### src/rtl/ght_pkg.sv
// Shared types, constants and codes for the generational handle table.
package ght_pkg;

    localparam int SLOTS_DEF = 64;
    localparam int HALF_W    = 16;
    localparam int HANDLE_W  = 32;
    localparam int REF_W     = 16;
    localparam int OP_W      = 3;
    localparam int STATUS_W  = 3;
    localparam int COUNT_W   = 7;
    localparam int GRP_W     = 3;
    localparam int GRP       = 1 << GRP_W;

    typedef enum logic [OP_W-1:0] {
        OP_ALLOC   = 3'd0,
        OP_INSERT  = 3'd1,
        OP_LOOKUP  = 3'd2,
        OP_RELEASE = 3'd3,
        OP_CLEAR   = 3'd4,
        OP_ENUM    = 3'd5
    } ght_op_t;

    typedef enum logic [STATUS_W-1:0] {
        ST_OK         = 3'd0,
        ST_FULL       = 3'd1,
        ST_BAD_HANDLE = 3'd2,
        ST_BUSY       = 3'd3,
        ST_MISMATCH   = 3'd4
    } ght_status_t;

    typedef enum logic [1:0] {
        S_IDLE,
        S_EXEC,
        S_ENUM_RD,
        S_ENUM_OUT
    } ght_state_t;

    typedef struct packed {
        logic [OP_W-1:0]     opcode;
        logic [REF_W-1:0]    object_ref;
        logic [HANDLE_W-1:0] handle_in;
        logic                check_generation;
    } ght_req_t;

    typedef struct packed {
        logic [HANDLE_W-1:0] handle_out;
        logic [REF_W-1:0]    ref_out;
        logic                found;
        logic [STATUS_W-1:0] status;
        logic [COUNT_W-1:0]  live_count;
        logic                is_last;
    } ght_rsp_t;

    typedef struct packed {
        logic load;
        logic exec;
        logic enum_init;
        logic enum_read;
        logic enum_step;
    } ght_cmd_t;

    typedef struct packed {
        logic is_enum;
        logic any_used;
        logic at_last;
    } ght_sts_t;

endpackage

### src/rtl/ght_scan.sv
// Two-level search for the lowest free slot and the highest occupied slot.
module ght_scan #(
    parameter int SLOTS = ght_pkg::SLOTS_DEF
) (
    input  logic                     clk,
    input  logic                     rst_n,
    input  logic [SLOTS-1:0]         valid,
    output logic                     free_any,
    output logic [$clog2(SLOTS)-1:0] free_idx,
    output logic                     used_any,
    output logic [$clog2(SLOTS)-1:0] last_idx
);
    import ght_pkg::*;

    localparam int IDX_W    = $clog2(SLOTS);
    localparam int GROUPS   = (SLOTS + GRP - 1) / GRP;
    localparam int GROUPS_W = (GROUPS > 1) ? $clog2(GROUPS) : 1;
    localparam int PAD      = GROUPS * GRP;
    localparam int FULL_W   = GROUPS_W + GRP_W;
    localparam logic [PAD-1:0] IN_MASK = PAD'({SLOTS{1'b1}});

    logic [PAD-1:0]            used_pad;
    logic [PAD-1:0]            free_pad;
    logic [GROUPS-1:0]         g_free_any_next, g_free_any_reg;
    logic [GROUPS-1:0]         g_used_any_next, g_used_any_reg;
    logic [GRP_W-1:0]          g_free_low_next [GROUPS];
    logic [GRP_W-1:0]          g_free_low_reg  [GROUPS];
    logic [GRP_W-1:0]          g_used_high_next[GROUPS];
    logic [GRP_W-1:0]          g_used_high_reg [GROUPS];
    logic [FULL_W-1:0]         free_full;
    logic [FULL_W-1:0]         last_full;

    assign used_pad = PAD'(valid);
    assign free_pad = ~used_pad & IN_MASK;

    always_comb
    begin
        for (int g = 0; g < GROUPS; g++)
        begin
            g_free_any_next[g]  = |free_pad[g*GRP +: GRP];
            g_used_any_next[g]  = |used_pad[g*GRP +: GRP];
            g_free_low_next[g]  = '0;
            g_used_high_next[g] = '0;
            for (int b = GRP - 1; b >= 0; b--)
            begin
                if (free_pad[g*GRP + b])
                begin
                    g_free_low_next[g] = GRP_W'(b);
                end
            end
            for (int b = 0; b < GRP; b++)
            begin
                if (used_pad[g*GRP + b])
                begin
                    g_used_high_next[g] = GRP_W'(b);
                end
            end
        end
    end

    always_ff @(posedge clk or negedge rst_n)
    begin
        if (!rst_n)
        begin
            g_free_any_reg <= '0;
            g_used_any_reg <= '0;
        end
        else
        begin
            g_free_any_reg <= g_free_any_next;
            g_used_any_reg <= g_used_any_next;
        end
    end

    always_ff @(posedge clk)
    begin
        for (int g = 0; g < GROUPS; g++)
        begin
            g_free_low_reg[g]  <= g_free_low_next[g];
            g_used_high_reg[g] <= g_used_high_next[g];
        end
    end

    always_comb
    begin
        free_full = '0;
        last_full = '0;
        for (int g = GROUPS - 1; g >= 0; g--)
        begin
            if (g_free_any_reg[g])
            begin
                free_full = {GROUPS_W'(g), g_free_low_reg[g]};
            end
        end
        for (int g = 0; g < GROUPS; g++)
        begin
            if (g_used_any_reg[g])
            begin
                last_full = {GROUPS_W'(g), g_used_high_reg[g]};
            end
        end
    end

    assign free_any = |g_free_any_reg;
    assign used_any = |g_used_any_reg;
    assign free_idx = free_full[IDX_W-1:0];
    assign last_idx = last_full[IDX_W-1:0];

endmodule

### src/rtl/ght_ctrl.sv
// Controller state machine sequencing single-slot operations and the enumerate walk.
module ght_ctrl (
    input  logic              clk,
    input  logic              rst_n,
    input  logic              start,
    input  ght_pkg::ght_sts_t sts,
    output logic              busy,
    output ght_pkg::ght_cmd_t cmd
);
    import ght_pkg::*;

    ght_state_t state_reg, state_next;

    always_ff @(posedge clk or negedge rst_n)
    begin
        if (!rst_n)
        begin
            state_reg <= S_IDLE;
        end
        else
        begin
            state_reg <= state_next;
        end
    end

    always_comb
    begin
        state_next = state_reg;
        cmd        = '0;
        busy       = 1'b1;
        case (state_reg)
            S_IDLE:
            begin
                busy = 1'b0;
                if (start)
                begin
                    cmd.load   = 1'b1;
                    state_next = S_EXEC;
                end
            end
            S_EXEC:
            begin
                if (sts.is_enum && sts.any_used)
                begin
                    cmd.enum_init = 1'b1;
                    state_next    = S_ENUM_RD;
                end
                else
                begin
                    cmd.exec   = 1'b1;
                    state_next = S_IDLE;
                end
            end
            S_ENUM_RD:
            begin
                cmd.enum_read = 1'b1;
                state_next    = S_ENUM_OUT;
            end
            S_ENUM_OUT:
            begin
                cmd.enum_step = 1'b1;
                state_next    = sts.at_last ? S_IDLE : S_ENUM_RD;
            end
            default:
            begin
                state_next = S_IDLE;
            end
        endcase
    end

endmodule

### src/rtl/ght_dp.sv
// Datapath: slot memories, valid bits, counters and the result register.
module ght_dp #(
    parameter int SLOTS = ght_pkg::SLOTS_DEF
) (
    input  logic              clk,
    input  logic              rst_n,
    input  ght_pkg::ght_req_t req,
    input  ght_pkg::ght_cmd_t cmd,
    output ght_pkg::ght_sts_t sts,
    output logic              result_valid,
    output ght_pkg::ght_rsp_t result
);
    import ght_pkg::*;

    localparam int IDX_W = $clog2(SLOTS);

    logic [HANDLE_W-1:0] handle_mem [SLOTS];
    logic [REF_W-1:0]    ref_mem    [SLOTS];

    ght_req_t            req_reg;
    logic [SLOTS-1:0]    valid_reg, valid_next;
    logic [COUNT_W-1:0]  count_reg, count_next;
    logic [HALF_W-1:0]   gen_reg, gen_next;
    logic [IDX_W-1:0]    ptr_reg;
    logic [HANDLE_W-1:0] rd_handle_reg;
    logic [REF_W-1:0]    rd_ref_reg;
    ght_rsp_t            rsp_reg, rsp_next;
    logic                rsp_valid_reg, rsp_valid_next;

    logic                rd_en;
    logic [IDX_W-1:0]    rd_addr;
    logic                wr_en;
    logic [IDX_W-1:0]    wr_addr;
    logic [HANDLE_W-1:0] wr_handle;
    logic [REF_W-1:0]    wr_ref;

    logic                free_any;
    logic [IDX_W-1:0]    free_idx;
    logic                used_any;
    logic [IDX_W-1:0]    last_idx;

    logic [HALF_W-1:0]   idx16;
    logic [IDX_W-1:0]    slot;
    logic                in_range;
    logic                slot_v;
    logic                hzero;

    ght_scan #(.SLOTS(SLOTS)) u_scan (
        .clk      (clk),
        .rst_n    (rst_n),
        .valid    (valid_reg),
        .free_any (free_any),
        .free_idx (free_idx),
        .used_any (used_any),
        .last_idx (last_idx)
    );

    assign rd_en   = cmd.load | cmd.enum_read;
    assign rd_addr = cmd.load ? req.handle_in[IDX_W-1:0] : ptr_reg;

    assign idx16    = req_reg.handle_in[HALF_W-1:0];
    assign slot     = idx16[IDX_W-1:0];
    assign in_range = idx16 < HALF_W'(SLOTS);
    assign slot_v   = in_range && valid_reg[slot];
    assign hzero    = req_reg.handle_in == '0;

    assign sts.is_enum  = req_reg.opcode == OP_ENUM;
    assign sts.any_used = used_any;
    assign sts.at_last  = ptr_reg == last_idx;

    always_comb
    begin
        valid_next     = valid_reg;
        count_next     = count_reg;
        gen_next       = gen_reg;
        wr_en          = 1'b0;
        wr_addr        = slot;
        wr_handle      = req_reg.handle_in;
        wr_ref         = req_reg.object_ref;
        rsp_next       = '0;
        rsp_valid_next = 1'b0;

        if (cmd.exec)
        begin
            rsp_valid_next   = 1'b1;
            rsp_next.is_last = 1'b1;
            rsp_next.status  = ST_OK;
            case (req_reg.opcode)
                OP_ALLOC:
                begin
                    if (free_any)
                    begin
                        wr_en                = 1'b1;
                        wr_addr              = free_idx;
                        wr_handle            = {gen_reg, HALF_W'(free_idx)};
                        valid_next[free_idx] = 1'b1;
                        count_next           = count_reg + 1'b1;
                        gen_next             = gen_reg + 1'b1;
                        rsp_next.handle_out  = {gen_reg, HALF_W'(free_idx)};
                    end
                    else
                    begin
                        rsp_next.status = ST_FULL;
                    end
                end
                OP_INSERT:
                begin
                    if (hzero || !in_range)
                    begin
                        rsp_next.status = ST_BAD_HANDLE;
                    end
                    else if (slot_v)
                    begin
                        rsp_next.status = ST_BUSY;
                    end
                    else
                    begin
                        wr_en            = 1'b1;
                        valid_next[slot] = 1'b1;
                        count_next       = count_reg + 1'b1;
                    end
                end
                OP_LOOKUP:
                begin
                    if (hzero || !in_range)
                    begin
                        rsp_next.status = ST_BAD_HANDLE;
                    end
                    else if (slot_v && (!req_reg.check_generation ||
                                        rd_handle_reg == req_reg.handle_in))
                    begin
                        rsp_next.handle_out = rd_handle_reg;
                        rsp_next.ref_out    = rd_ref_reg;
                        rsp_next.found      = 1'b1;
                    end
                end
                OP_RELEASE:
                begin
                    if (!in_range)
                    begin
                        rsp_next.status = ST_BAD_HANDLE;
                    end
                    else if (!slot_v || rd_ref_reg != req_reg.object_ref)
                    begin
                        rsp_next.status = ST_MISMATCH;
                    end
                    else
                    begin
                        valid_next[slot] = 1'b0;
                        count_next       = count_reg - 1'b1;
                    end
                end
                OP_CLEAR:
                begin
                    valid_next = '0;
                    count_next = '0;
                end
                default:
                begin
                end
            endcase
            rsp_next.live_count = count_next;
        end
        else if (cmd.enum_step && valid_reg[ptr_reg])
        begin
            rsp_valid_next      = 1'b1;
            rsp_next.handle_out = rd_handle_reg;
            rsp_next.ref_out    = rd_ref_reg;
            rsp_next.found      = 1'b1;
            rsp_next.status     = ST_OK;
            rsp_next.live_count = count_reg;
            rsp_next.is_last    = ptr_reg == last_idx;
        end
    end

    always_ff @(posedge clk)
    begin
        if (wr_en)
        begin
            handle_mem[wr_addr] <= wr_handle;
            ref_mem[wr_addr]    <= wr_ref;
        end
        if (rd_en)
        begin
            rd_handle_reg <= handle_mem[rd_addr];
            rd_ref_reg    <= ref_mem[rd_addr];
        end
    end

    always_ff @(posedge clk)
    begin
        if (cmd.load)
        begin
            req_reg <= req;
        end
        rsp_reg <= rsp_next;
    end

    always_ff @(posedge clk or negedge rst_n)
    begin
        if (!rst_n)
        begin
            valid_reg     <= '0;
            count_reg     <= '0;
            gen_reg       <= HALF_W'(1);
            ptr_reg       <= '0;
            rsp_valid_reg <= 1'b0;
        end
        else
        begin
            valid_reg     <= valid_next;
            count_reg     <= count_next;
            gen_reg       <= gen_next;
            rsp_valid_reg <= rsp_valid_next;
            if (cmd.enum_init)
            begin
                ptr_reg <= '0;
            end
            else if (cmd.enum_step)
            begin
                ptr_reg <= ptr_reg + 1'b1;
            end
        end
    end

    assign result_valid = rsp_valid_reg;
    assign result       = rsp_reg;

endmodule

### src/rtl/generational_handle_table.sv
// Top level of the generational handle table.
// A taken request is registered, executed in S_EXEC, and its result word registered.
// A new request is taken only while idle (busy low); enumerate holds busy while
// it walks up to the highest occupied slot, one registered slot-memory read per slot.
// Reset: table empty, generation 1, no clearing pass; slot memories are not reset.
// Result words show for one cycle under result_valid; the receiver cannot stall.
module generational_handle_table #(
    parameter int SLOTS = ght_pkg::SLOTS_DEF
) (
    input  logic              clk,
    input  logic              rst_n,
    input  logic              start,
    input  ght_pkg::ght_req_t request,
    output logic              busy,
    output logic              result_valid,
    output ght_pkg::ght_rsp_t result
);
    import ght_pkg::*;

    ght_cmd_t cmd;
    ght_sts_t sts;

    ght_ctrl u_ctrl (
        .clk   (clk),
        .rst_n (rst_n),
        .start (start),
        .sts   (sts),
        .busy  (busy),
        .cmd   (cmd)
    );

    ght_dp #(.SLOTS(SLOTS)) u_dp (
        .clk          (clk),
        .rst_n        (rst_n),
        .req          (request),
        .cmd          (cmd),
        .sts          (sts),
        .result_valid (result_valid),
        .result       (result)
    );

endmodule
### config.mk
export PLATFORM = sky130hd
export DESIGN_NAME = generational_handle_table
export DESIGN_NICKNAME = d
export VERILOG_FILES = /design/src/rtl/ght_pkg.sv /design/src/rtl/ght_scan.sv /design/src/rtl/ght_ctrl.sv /design/src/rtl/ght_dp.sv /design/src/rtl/generational_handle_table.sv
export SDC_FILE = /design/constraint.sdc
export NUM_CORES = 2
export LEC_CHECK = 0
export BUFFER_PORTS_ARGS = -buffer_cell sky130_fd_sc_hd__buf_2
export CORE_AREA = 2 2 495 497
export CTS_CLUSTER_DIAMETER = 150
export DETAILED_ROUTE_END_ITERATION = 10
export DIE_AREA = 0 0 497 499
export HOLD_SLACK_MARGIN = 0.06
export PLACE_DENSITY = 0.71
export SYNTH_ARGS = -nofsm -noshare
export SYNTH_HDL_FRONTEND = slang
export SYNTH_SLANG_ARGS = --single-unit
### constraint.sdc
create_clock -name clk -period 11.5 [get_ports clk]
set_input_delay 0 -clock clk [delete_from_list [all_inputs] [get_ports clk]]
set_output_delay 0 -clock clk [all_outputs]
set_load 0.005 [all_outputs]
Yosys cells after proc, flatten, opt, wreduce, memory -nomap -nowiden
Memory sizes are Yosys's and may differ from the RTL's. A register that Yosys moved wholly into a read port is not among the register bits.
Index checks and enable logic that the tools add are counted.
- register bits after elaboration: 224
- latch bits: 0
- memories kept: 4
- RAM bits: 3120
- word-level logic and storage cells: 292
- ROM bits: 0
- output and inout port bits: 62
- shift-type cells: 0
- equality and inequality tests: 17
- $lt $le $gt $ge: 6
- multipliers: 0
- reduce and logical (&&, ||, !) cells: 37
- mux-type cells: 200
- bitwise logic cells: 6
- add/subtract/negate cells: 4
- div/mod/pow operators: 0
- memories (name ; depth ; bits a word ; read ports ; clocked after memory_dff ; write ports ; line ; text):
    u_dp.handle_mem ; 64 ; 32 ; 1 ; 1 ; 1 ; ght_dp.sv:17 ; logic [HANDLE_W-1:0] handle_mem [SLOTS];
    u_dp.ref_mem ; 64 ; 16 ; 1 ; 1 ; 1 ; ght_dp.sv:18 ; logic [REF_W-1:0] ref_mem [SLOTS];
    u_dp.u_scan.g_free_low_reg ; 8 ; 3 ; 8 ; 0 ; 8 ; ght_scan.sv:27 ; logic [GRP_W-1:0] g_free_low_reg [GROUPS];
    u_dp.u_scan.g_used_high_reg ; 8 ; 3 ; 8 ; 0 ; 8 ; ght_scan.sv:29 ; logic [GRP_W-1:0] g_used_high_reg [GROUPS];
- operator list (operator ; number):
    3-bit 2-to-1 mux ; 114
    64-bit 2-to-1 mux ; 5
    64-bit one-hot mux with 4 select lines ; 1
    8-bit OR reduction ; 18
    32-bit 2-to-1 mux ; 4
    64-bit inverter ; 2
    64-bit bitwise OR ; 2
    6-bit 2-to-1 mux ; 21
    60-bit 2-to-1 mux ; 2
    49-bit 2-to-1 mux ; 2
    64-bit bitwise AND ; 1
    32-bit one-hot mux with 2 select lines ; 1
    7-bit 2-to-1 mux ; 5
    32-bit equality test ; 1
    32-bit logical NOT ; 1
    1-bit 2-to-1 mux ; 28
    7-bit one-hot mux with 4 select lines ; 1
    6-bit by 7-bit < comparator with 1-bit output (second input constant) ; 3
    17-bit 2-to-1 mux ; 1
    16-bit by 1-bit adder with 16-bit output (second input constant) ; 1
    16-bit by 7-bit < comparator with 1-bit output (second input constant) ; 1
    2-bit 2-to-1 mux ; 8
    16-bit inequality test ; 1
    1-bit binary-select mux with 6-bit select ; 2
    26 further kinds ; 44

Longest topological paths before layout
An unclocked memory read counts as a cell.
- depth after elaboration: 16
- depth in mapped cells: 13
- mapped depth without buffers: 10

By module
From an unflattened synthesis, not the netlist that was laid out.
- cells, all modules: 7138
- area total of the unflattened synthesis: 133724.5 sq um
- by module, submodules not included (module ; area each (sq um) ; seq. area each (sq um) ; instances ; cells each):
    ght_dp ; 130645.3 ; 98806.0 ; 1 ; 6756
    ght_scan ; 2952.8 ; 1361.3 ; 1 ; 367
    ght_ctrl ; 126.4 ; 50.0 ; 1 ; 15

Least setup slack after synthesis
No wires, ideal clock.
- path kind: register to register
- from: reg u_dp.u_scan.g_free_any_reg[2]
- to: mem u_dp.handle_mem[6][0] (enable)
- data arrival time: 7882 ps
- stages on the path, launching flop included: 9
- setup slack: 3103 ps
- clock period less this slack: 8397 ps
- library setup time: 515 ps
- data required time: 10985 ps
- cells stage by stage: dfrtp_1 -> clkbuf_1 -> or2_1 -> clkbuf_1 -> a2111oi_0 -> o21ai_1 -> mux2i_1 -> nand4_1 -> nor3_1
- longest elaborated chain between the ends: 6
- RTL lines (item ; line ; text):
    start, declared ; ght_scan.sv:24 ; logic [GROUPS-1:0] g_free_any_next, g_free_any_reg;
    start signal, assigned ; ght_scan.sv:70 ; g_free_any_reg <= g_free_any_next;
    6-bit 2-to-1 mux (3 in series) ; ght_scan.sv:90 ; if (g_free_any_reg[g])
    6-bit 2-to-1 mux * ; ght_dp.sv:91 ; if (free_any)
    6-bit 2-to-1 mux * ; ght_dp.sv:88 ; case (req_reg.opcode)
    6-bit 2-to-1 mux * ; ght_dp.sv:83 ; if (cmd.exec)
    via u_dp.wr_addr[1] ; ght_dp.sv:33 ; logic [IDX_W-1:0] wr_addr;
    end, declared ; ght_dp.sv:17 ;
Mark *: on every way through the listed nets, which the timed path passes. The rest lies on a longest branch.

Worst setup path after layout
- from: reg u_dp.u_scan.g_free_any_reg[2]
- to: mem u_dp.handle_mem[40][30] (enable)
The elaborated chain is that of the path after synthesis.

==> flow_summary.json <==
{
  "row_count": 181,
  "drv_slew": 0,
  "place.gp.congestion": 0.947,
  "antenna_found_initial": 17,
  "grt_max_degree": 135,
  "vdd_drop_max_mv": 0.185,
  "synth_cells": 7122,
  "max_slew_margin": 0.126,
  "synth_cell_types": 78,
  "dr.pass1.iters": 9,
  "worstPathMaxFanout": 35,
  "grt_pass1_wl_mm": 525,
  "avgSynthCellArea_um2": 18.7,
  "worst-slew-pin-transition_ps": 1310,
  "ys.flop_type": "edfxtp_1",
  "cts_setup_buffers": 0,
  "clock_sinks": 3392,
  "synth.top_cell.area_share": 0.717,
  "numPortBuffers": 116,
  "finalPower_mw": 34.0,
  "final.setup.tns_ps": 0,
  "h-tree-depth": 5,
  "layout_common_cells": "3,172 x edfxtp_1, 849 x nand2_1, 782 x mux4_2",
  "critPathLaunchType": "flip-flop",
  "start_util": 0.548,
  "rsz0062_at_grt": "no",
  "drt_iter0_markers": 11400,
  "max_cap_viol_count": 0,
  "grt_pass1_vias": 71600,
  "drc": 0,
  "layout.cells.non_filler": 10900,
  "setup_slack_ps": 4880,
  "synth_nets": 7181,
  "yosys.area.top_type": "edfxtp_1",
  "cts_buffers": 346,
  "routedWlPerCell_um": 33.6,
  "p_leak_nw": 48.9,
  "outcome": "finished clean",
  "worstPathRequired_ps": 12090,
  "routed_via_density": 6.70,
  "pwr_density_cell_mw_per_mm2": 227,
  "final_common_cell": "edfxtp_1",
  "cp-end-kind": "flip-flop",
  "worstPathArrival_ps": 7210,
  "finalSetupViolCount": 0,
  "hold_viol_final": 0,
  "worstPathBufferInverterCount": 5,
  "final_util": 0.618,
  "finalCritPeriodShare": 0.576,
  "die_w_um": 497,
  "synthTopCellsByArea": "edfxtp_1 72%, mux4_2 13%, nand2_1 2.4%, dfrtp_1 2.1%, dfxtp_1 1.6%",
  "largest_register_ffs": 2048,
  "synth_edf_count": 3172,
  "ioPinCount": 117,
  "min_path_type": "in -> async",
  "seq_area_frac_synth": 0.754,
  "async_reset_ff_frac": 0.0330,
  "grt_usage": 0.295,
  "fin_nets": 7539,
  "path_clk_slew_ps": 60,
  "drt-total-wl_mm": 368,
  "max_clock_freq_ghz": 0.151,
  "drive_gt1_frac": 0.219,
  "dp_hpwl_mm": 208,
  "cts-root-buf": "clkbuf_16",
  "synth-seq-cells": 3392,
  "ys_warn_count": 0,
  "grt.overflow.total": 0,
  "cts_buffer_depth": 4,
  "period_needed_ps": 6620,
  "core-area_mm2": 0.243,
  "syn2layout_area_growth_pct": 12.9,
  "path_delay_family": "buffers and inverters",
  "crit_type": "reg -> reg",
  "fill_cells": 16500,
  "cpMostUsedCell": "buf_4",
  "dieArea_mm2": 0.248,
  "pre_cts_slack_ps": 4970,
  "fin_skew_ps": 66.8,
  "dieHeight_um": 499,
  "synth_area_mm2": 0.133,
  "cts_tree": "done",
  "drtAntennaViolNets": 0,
  "crit_chain": "or4_1 -> o21ai_2 -> or3_1 -> buf_4 -> nand2_1 -> a21boi_1 -> buf_4 -> inv_1 -> buf_4 -> o21ai_1 -> or2_2 -> nor2_4 -> buf_4",
  "clk_latency_ps": 990,
  "post-place-cells": 10200,
  "vias": 73300,
  "cp_slowest_cell": "inv_1",
  "critPathMaxStageDelay_ps": 730
}
final timing paths:
kind	startpoint	end	slack, ps	depth (start not counted)
worst max-delay path	u_dp.u_scan.g_free_any_reg[2]$_DFF_PN0_	u_dp.handle_mem[40][30]$_DFFE_PP_	4880	13
worst min-delay path	rst_n	u_dp.count_reg[2]$_DFFE_PN0P_	240	4
worst max register to register	u_dp.u_scan.g_free_any_reg[2]$_DFF_PN0_	u_dp.handle_mem[40][30]$_DFFE_PP_	4880	13
worst min register to register	u_dp.gen_reg[15]$_DFFE_PN0P_	u_dp.gen_reg[15]$_DFFE_PN0P_	480	1
max in group asynchronous	rst_n	u_dp.valid_reg[16]$_DFFE_PN0P_	10420	4
min in group clk	request[35]	u_dp.wr_ref[2]$_DFFE_PP_	280	3
stage by stage:
| step | cell area [um2] | hold WS [ps] |
|---|---|---|
| detailed placement | 138000 | 161 |
| finish | 150000 | 237 |
| floorplan | 133000 | -296 |
| CTS | 150000 | 160 |
| global placement | 138000 | 155 |
| global route | 150000 | 234 |
Yosys cell counts (7+ instances only):
master / count
clkbuf_1: 280
a22oi_1: 25
or3_1: 20
nor2_2: 9
nand3b_1: 10
xnor2_1: 15
a211oi_1: 99
or2_2: 8
nor3_1: 32
and3_1: 19
o21ai_0: 210
o22a_1: 20
o21ai_1: 7
o21bai_1: 10
mux4_2: 782
o2111ai_1: 8
nand2_1: 867
mux2i_1: 25
a22o_1: 19
xor2_1: 52
inv_1: 59
buf_1: 62
nor2_1: 197
edfxtp_1: 3172
nand2b_1: 16
o22ai_1: 80
buf_2: 69
a2bb2oi_1: 9
dfxtp_1: 108
a21boi_0: 11
a221oi_1: 7
nand4_1: 24
a221o_1: 52
a31oi_1: 116
dfrtp_1: 111
nand3_1: 129
nor4_1: 28
nor2b_1: 14
and2_1: 135
a21oi_1: 132
power breakdown:
part / switching, mW / internal [mW] / leakage, nW
logic: 5.27 / 3.31 / 12.7
registers: 0.427 / 14.3 / 30.9
clock network: 4.54 / 6.16 / 5.21
routing by layer:
metal	vias up	global-route usage	part of all wire
met1	38400	0.419	0.38
met4	8	0.126	0.047
met3	741	0.0557	0.11
li1	29400	-	-
met5	-	0	0.00014
met2	4750	0.456	0.47
kinds of logic after synthesis:
group | synth area share
adder cells (fa/ha/maj) | 0.000377
multiplexers | 0.135
XOR/XNOR | 0.00442
AO/OA/AOI/OAI | 0.0414
AND/OR/NAND/NOR | 0.0508
flip-flops | 0.754
buffers and inverters | 0.0141
repair_timing:
| action | in CTS | in global routing |
|---|---|---|
| hold endpoints to repair | 170 | 0 |
| gates resized for setup | 0 | 0 |
| hold buffers | 109 | 0 |
tightest hold or removal path: cells and delay by family:
family                 cells  cell delay [ps]
buffers and inverters      4             1600
cell type report:
class | instances | area, um2 | share of cell area
diodes | 7 | 17.5 | 0.000117
clock inverters | 162 | 1330 | 0.00887
flip-flops and latches | 3392 | 100000 | 0.668
clock buffers | 438 | 9260 | 0.0618
inverters | 61 | 229 | 0.00153
repair buffers | 423 | 3380 | 0.0225
multi-input cells | 3256 | 31500 | 0.210
well taps | 3202 | 4010 | 0.0267
(Power assumes the default switching activity.)
